### config.mk
export PLATFORM = sky130hd
export DESIGN_NAME = mf2d_sorter
export DESIGN_NICKNAME = d
export VERILOG_FILES = /design/src/hdl/mf2d_pkg.sv /design/src/hdl/mf2d_cell.sv /design/src/hdl/mf2d_sorter.sv
export SDC_FILE = /design/constraint.sdc
export NUM_CORES = 2
export LEC_CHECK = 0
export BUFFER_PORTS_ARGS = -buffer_cell sky130_fd_sc_hd__buf_4
export CAP_MARGIN = 20
export CORE_UTILIZATION = 40
export DETAILED_ROUTE_END_ITERATION = 16
export GPL_TIMING_DRIVEN = 0
export SYNTH_ARGS = -nofsm -noshare
export SYNTH_HDL_FRONTEND = slang
export SYNTH_SLANG_ARGS = --single-unit
### constraint.sdc
create_clock -name clock -period 6.3 [get_ports clock]
set_clock_uncertainty 0.15 [all_clocks]
set_input_delay 0.945 -clock clock [delete_from_list [all_inputs] [get_ports clock]]
set_output_delay 0.945 -clock clock [all_outputs]
set_load 0.02 [all_outputs]
### src/hdl/mf2d_pkg.sv
// mf2d_pkg: shared types and constants of the 2-D median filter.
// Beat payloads, sorter cell type, register indexes.
// No dependencies.
package mf2d_pkg;

   localparam int SAMPLE_BITS  = 16;
   localparam int OUT_COL_BITS = 10;
   localparam int ROW_BITS     = 12;
   localparam int CFG_W_BITS   = 11;
   localparam int CFG_H_BITS   = 12;
   localparam int CFG_R_BITS   = 2;
   localparam int EFF_W_BITS   = 13;
   localparam int RUN_BITS     = 3;

   localparam logic [1:0] REG_WIDTH  = 2'd0;
   localparam logic [1:0] REG_HEIGHT = 2'd1;
   localparam logic [1:0] REG_RADIUS = 2'd2;

   localparam logic FUNC_SAMPLE = 1'b0;
   localparam logic FUNC_DRAIN  = 1'b1;

   localparam logic [RUN_BITS-1:0] RUN_MAX   = 3'd4;
   localparam logic [RUN_BITS-1:0] RUN_DRAIN = 3'd1;

   typedef logic signed [SAMPLE_BITS-1:0] sample_type;

   typedef struct packed {
      logic       func;
      sample_type sample;
   } req_type;

   typedef struct packed {
      sample_type                median_value;
      logic [OUT_COL_BITS-1:0]   out_col;
      logic [ROW_BITS-1:0]       out_row;
      logic                      last_of_run;
   } rsp_type;

   typedef struct packed {
      logic       valid;
      sample_type value;
   } cell_type;

endpackage

### src/hdl/mf2d_cell.sv
// mf2d_cell: one cell of the insertion sorter chain.
// Holds one sorted value; empty cells act as +infinity. Uses mf2d_pkg.
module mf2d_cell import mf2d_pkg::*; (
   input  logic       clock,
   input  logic       reset,
   input  logic       clear,
   input  logic       ins,
   input  sample_type x,
   input  cell_type   prev,
   input  logic       prev_gt,
   output cell_type   cur,
   output logic       gt
);

   cell_type cell_ff;
   cell_type cell_in;

   assign gt  = !cell_ff.valid || (cell_ff.value > x);
   assign cur = cell_ff;

   always_comb begin
      cell_in = cell_ff;
      if (clear) begin
         cell_in.valid = 1'b0;
      end else if (ins && gt) begin
         if (prev_gt) begin
            cell_in = prev;
         end else begin
            cell_in.valid = 1'b1;
            cell_in.value = x;
         end
      end
   end

   always_ff @(posedge clock) begin
      if (reset) begin
         cell_ff.valid <= 1'b0;
         cell_ff.value <= '0;
      end else begin
         cell_ff <= cell_in;
      end
   end

endmodule

### src/hdl/mf2d_sorter.sv
// mf2d_sorter: chain of mf2d_cell keeping window samples in ascending order.
// One insertion per beat of x; selected rank read out. Uses mf2d_pkg, mf2d_cell.
module mf2d_sorter import mf2d_pkg::*; #(
   parameter int DEPTH = 49
) (
   input  logic                     clock,
   input  logic                     reset,
   input  logic                     clear,
   input  logic                     ins,
   input  sample_type               x,
   input  logic [$clog2(DEPTH)-1:0] sel,
   output sample_type               sel_value
);

   cell_type cells [DEPTH];
   logic     gts   [DEPTH];

   for (genvar i = 0; i < DEPTH; i++) begin : g_cell
      if (i == 0) begin : g_head
         mf2d_cell u_cell (
            .clock   (clock),
            .reset   (reset),
            .clear   (clear),
            .ins     (ins),
            .x       (x),
            .prev    ('0),
            .prev_gt (1'b0),
            .cur     (cells[i]),
            .gt      (gts[i])
         );
      end else begin : g_body
         mf2d_cell u_cell (
            .clock   (clock),
            .reset   (reset),
            .clear   (clear),
            .ins     (ins),
            .x       (x),
            .prev    (cells[i-1]),
            .prev_gt (gts[i-1]),
            .cur     (cells[i]),
            .gt      (gts[i])
         );
      end
   end

   assign sel_value = cells[sel].value;

endmodule

=== Yosys cells after proc, flatten, opt, wreduce, memory -nomap -nowiden ===
Index checks and enable logic that the tools add are counted.

* Magnitude comparators: 50
* Multiplexer cells: 51
* Bitwise operators: 2
* Reductions and logical operators: 197

{| class="wikitable"
|+ Operator list
! kind !! count
|-
| $mux W17 || 48
|-
| $gt A16 B16 Y1 || 49
|-
| $bmux W17 S6 || 1
|-
| $reduce_and A2 Y1 || 49
|-
| $logic_and A1 B1 Y1 || 49
|-
| $logic_not A1 Y1 || 49
|-
| $logic_or A1 B1 Y1 || 49
|-
| $mux W16 || 2
|-
| $ge A7 B7 Y1 const B || 1
|-
| $not A6 Y7 || 1
|-
| $reduce_or A2 Y1 || 1
|-
| $not A1 Y1 || 1
|}

* Register bits after elaboration: 833
* Word-level logic and storage cells: 398
* Output and inout port bits: 16
* Bits of input ports: 26

=== Longest topological paths before layout ===
* Depth in word-level cells: 4
* Depth in mapped cells: 15
* Mapped depth without buffers: 10

=== Modules after synthesis ===
A second synthesis with hierarchy kept.

* Cells, all modules: 9204
* Area, all modules: 76837.4 µm²

{| class="wikitable"
|+ Modules (own cells, without submodules)
! module !! area an instance (µm²) !! instances !! cells an instance
|-
| mf2d_cell (g_cell[0].g_head.u_cell ...) || 1432.6 || 46 || 176
|-
| mf2d_sorter || 6247.2 || 1 || 502
|-
| mf2d_cell (g_cell[8].g_body.u_cell ...) || 1547.7 || 2 || 213
|-
| mf2d_cell (g_cell[24].g_body.u_cell) || 1594.0 || 1 || 180
|}

=== Worst setup path before layout ===
No wires, ideal clock.

* Path kind: input port to flip-flop
* From: input x[10]
* To: register g_cell[40].g_body.u_cell.cell_ff, in the netlist g_cell[40].g_body.u_cell.cur[14]
* Setup time: 0.091 ns
* Setup slack: 1.035 ns
* Path buffers: 3
* Data required time: 6.059 ns
* Cell stages on the path: 12
* Arrival time: 5.024 ns
* Cell sequence: clkbuf_1 inv_1 clkbuf_1 ha_1 a21oi_1 a211oi_1 or3_1 a211oi_1 mux2i_2 clkbuf_1 nand3_1 a311oi_1

* Cells in the longest elaborated chain, start to end: 4

{| class="wikitable"
|+ RTL lines
! item !! RTL line !! RTL
|-
| from (decl) || mf2d_sorter.sv:10 || <nowiki>input sample_type x,</nowiki>
|-
| $gt A16 B16 Y1 || mf2d_cell.sv:18 || <nowiki>assign gt = !cell_ff.valid || (cell_ff.value > x);</nowiki>
|-
| $logic_or A1 B1 Y1 || mf2d_cell.sv:18 ||
|-
| $logic_and A1 B1 Y1 || mf2d_cell.sv:25 || <nowiki>end else if (ins && gt) begin</nowiki>
|-
| $reduce_and A2 Y1 (no source line) || - ||
|-
| to (signal assigned) || mf2d_cell.sv:40 || <nowiki>cell_ff <= cell_in;</nowiki>
|-
| to (decl) || mf2d_cell.sv:15 || <nowiki>cell_type cell_ff;</nowiki>
|}

Parallel ways exist; a longest one is shown, timed or not.
A chain may end at the register's enable or synchronous reset.

=== Worst setup path after layout ===
* From: input sel[0]
* To: output sel_value[13]

* Cells in the longest elaborated chain, start to end: 4

{| class="wikitable"
|+ RTL lines
! item !! RTL line !! RTL
|-
| from (decl) || mf2d_sorter.sv:11 || <nowiki>input logic [$clog2(DEPTH)-1:0] sel,</nowiki>
|-
| $not A6 Y7 (implied by the code) || mf2d_sorter.sv:46 || <nowiki>assign sel_value = cells[sel].value;</nowiki>
|-
| $bmux W17 S6 || mf2d_sorter.sv:46 ||
|-
| $mux W16 (implied by the code) (2 in series) || mf2d_sorter.sv:46 ||
|-
| to (decl) || mf2d_sorter.sv:12 || <nowiki>output sample_type sel_value</nowiki>
|}

No other way between the ends. The select of a mux whose other input is x is not followed.

==> run_results.csv <==
group,metric,value,unit
outcome,status,"complete, but fails checks",
outcome,violations,"max-capacitance violations, max-slew violations, negative setup slack",
detailed_routing,viasPerCell,7.082,
flow_run,timing.max_cap.violations,2,
critical_path,cp_slowest_stage_delay,0.80,ns
synthesis,synthesis.nets,8004,
final_layout,drive_above_1_share,0.1040,
clocking,clockRootBuffer,"clkbuf_16",
final_layout,mostFrequentLayoutCells,"nor2_1, dfxtp_1, ha_1, a21oi_1, a211oi_1",
critical_path,startpoint_type,"input pin",
clocking,ctsHoldBuffers,0,
floorplanning,core,0.1560,mm2
critical_path,r2r_setup_slack,2.19,ns
min_path,hold_end,"g_cell[48].g_body.u_cell.cur[16]",
critical_path,critPathRequiredTime,5.20,ns
sta,period_needed,6.494,ns
sta,post-route-period-util,1.031,
detailed_routing,detail_route.iter0.violations,11184,
floorplanning,core.rowCount,145,
detailed_routing,ant_nets,0,
synthesis,ys_ff_latch,833,
floorplanning,fp.dieW,398.4,um
detailed_routing,drc,0,
clocking,clkSlewWorstSetupHoldPaths,0.07,ns
global_route,overflow,0,
synthesis,syn-mean-instance-area,8.735,um2
min_path,hp-class,"flip-flop to flip-flop",
floorplanning,die_area,0.1587,mm2
clocking,clock_path_buffers,3,
synthesis,synthCells,7194,
sta,fin_ws,-0.1942,ns
global_route,antenna_found_initial,47,
critical_path,critPathSlowestCell,"buf_1",
final_layout,final_nets,8207,
synthesis,async_flop_share,0,
global_route,grt_pass1_vias,60094,
critical_path,r2r_end,"g_cell[36].g_body.u_cell.cur[9]",
sta,max_freq,154.0,MHz
power,finalPower,16.40,mW
detailed_routing,drt-total-wl,355900,um
clocking,numClockSinks,833,
sta,grt_setup_unrepaired,"false",
clocking,cts_buffers,102,
sta,setup_viol,4,
place,hpwl,257300,um
synthesis,yosys_warnings,0,
synthesis,syn_area,0.06284,mm2
detailed_routing,dr.pass1.iters,9,
power,max-vdd-ir-drop,0.2019,mV
place,gp_congestion,1.092,
critical_path,path_class,"input pin to output pin",
critical_path,crit_arrival,5.40,ns
sta,timing.slew.headroom,-0.01980,
critical_path,rr_startpoint,"g_cell[35].g_body.u_cell.cur[15]",
min_path,hold_start,"g_cell[48].g_body.u_cell.cur[16]",
sta,worst_pin_slew,1.514,ns
place,post-place-ws,-0.3700,ns
synthesis,ys.flop_type,"dfxtp_1",
critical_path,endpoint_kind,"output pin",
synthesis,synth_cell_types,99,
sta,slew_violations,2,
detailed_routing,wl_per_cell,37.13,um
floorplanning,ioPinCount,42,
synthesis,synth_edf_count,0,
floorplanning,chipHeight,398.4,um
synthesis,seq_area_frac_synth,0.2654,
global_route,grt_pass1_wl,480600,um
critical_path,critical_path.most_common_cell,"mux4_2",
clocking,cts_tree,"done",
critical_path,crit_chain,"clkbuf_1 > buf_2 > buf_1 > mux4_2 > mux4_2 > nor2b_1 > a21oi_1 > o21ai_0 > buf_4",
final_layout,final_common_cell,"nor2_1",
sta,hold_viol,0,
power,p_leak,28.04,nW
critical_path,reg2reg_depth,11,
min_path,holdPathStages,2,
global_route,grtUsageTotal,0.4332,
clocking,insertion_delay,0.79,ns
clocking,htree_levels,3,
detailed_routing,vias,67891,
place,portBuffers,23,
critical_path,critPathMaxFanout,10,
global_route,grt_max_degree,47,
power,p_per_area,231.7,mW/mm2
final_layout,areaGrowthSynthToFinish,12.65,%
floorplanning,initial_core_util,0.4028,
## power by group
part,internal (mW),total [mW],switching [mW]
clock network,3.59,6.36,2.77
registers,5.59,6.21,0.626
logic,1.28,3.83,2.55
total,10.5,16.4,5.94
## worst max path at each step
stage / depth (start not counted) / start / to / slack, ns
3_3_place_gp: 13 / x[8] / g_cell[29].g_body.u_cell.cur[15] / -4.94
3_5_place_dp: 15 / x[10] / g_cell[29].g_body.u_cell.cur[8] / -0.37
4_1_cts: 9 / sel[0] / sel_value[11] / 0.07
6_report: 9 / sel[0] / sel_value[13] / -0.19
2_1_floorplan: 12 / x[10] / g_cell[40].g_body.u_cell.cur[14] / 1.04
5_1_grt: 9 / sel[0] / sel_value[5] / 0.02
## synth_stat cells (all sizes together) (161+ instances only)
library cell	number	area [um2]
a211oi	586	4489
a21oi	615	3089
clkbuf	439	1648
dfxtp	833	16680
ha	784	9809
mux2i	439	4402
mux4	240	5405
nand2	430	1614
nand3	226	1131
nand4	161	1013
nor2	923	3470
o21ai	392	1969
## metrics by stage
| stage | setup TNS [ns] | hold slack [ns] | area [um2] | util | cells |
|---|---|---|---|---|---|
| after CTS | 0 | 0.3162 | 70590 | 0.4524 | 9532 |
| after global placement | -3459.95 | 0.2948 | 65590 | 0.4204 | 9275 |
| after detailed placement | -4.277 | 0.3072 | 67110 | 0.4302 | 9341 |
| after global routing | 0 | 0.3445 | 70700 | 0.4531 | 9551 |
| after floorplan | 0 | 0.2861 | 62840 | - | 7194 |
| final | -0.3454 | 0.3210 | 70790 | 0.4537 | 9586 |
## area by class of cell
type | instances | area, um2
Fill cell | 15199 | 85240
Multi-Input combinational cell | 5665 | 43350
Sequential cell | 833 | 16680
Clock buffer | 135 | 2838
Tap cell | 2058 | 2575
Buffer | 578 | 2520
Timing Repair Buffer | 99 | 1637
Clock inverter | 56 | 633.1
Inverter | 118 | 447.9
Antenna cell | 44 | 110.1
## flip-flops by register name (all words and copies together) (netlist names)
name                      count
g_cell.g_head.u_cell.cur     17
g_cell.g_body.u_cell.cur    816
## per-layer routing
metal  part of all wire  up-vias  track usage
met2               0.39     5543       0.5949
met4               0.10       28       0.3586
met5            0.00085        -     0.003935
met1               0.36    32671       0.5310
met3               0.15     1593       0.1662
li1                   -    28056            -
## timing repair
item,CTS,global route
endpoints found under the setup margin,0,2
gates resized for setup,0,2
setup buffers,0,0
## kinds of logic after synthesis
logic type	synth area share
fa+ha+maj	0.1561
simple gates	0.1436
xor+xnor	0.001673
mux	0.1566
compound gates	0.2319
buf+inv	0.04476
flops	0.2654
## worst max-delay path: cells and delay by family
kind,cells,cell delay [ns]
AOI/OAI and AO/OA,2,0.90
muxes,2,1.22
and+or+nand+nor,1,0.17
buffers and inverters,4,2.14
(Power assumes the default switching activity.)
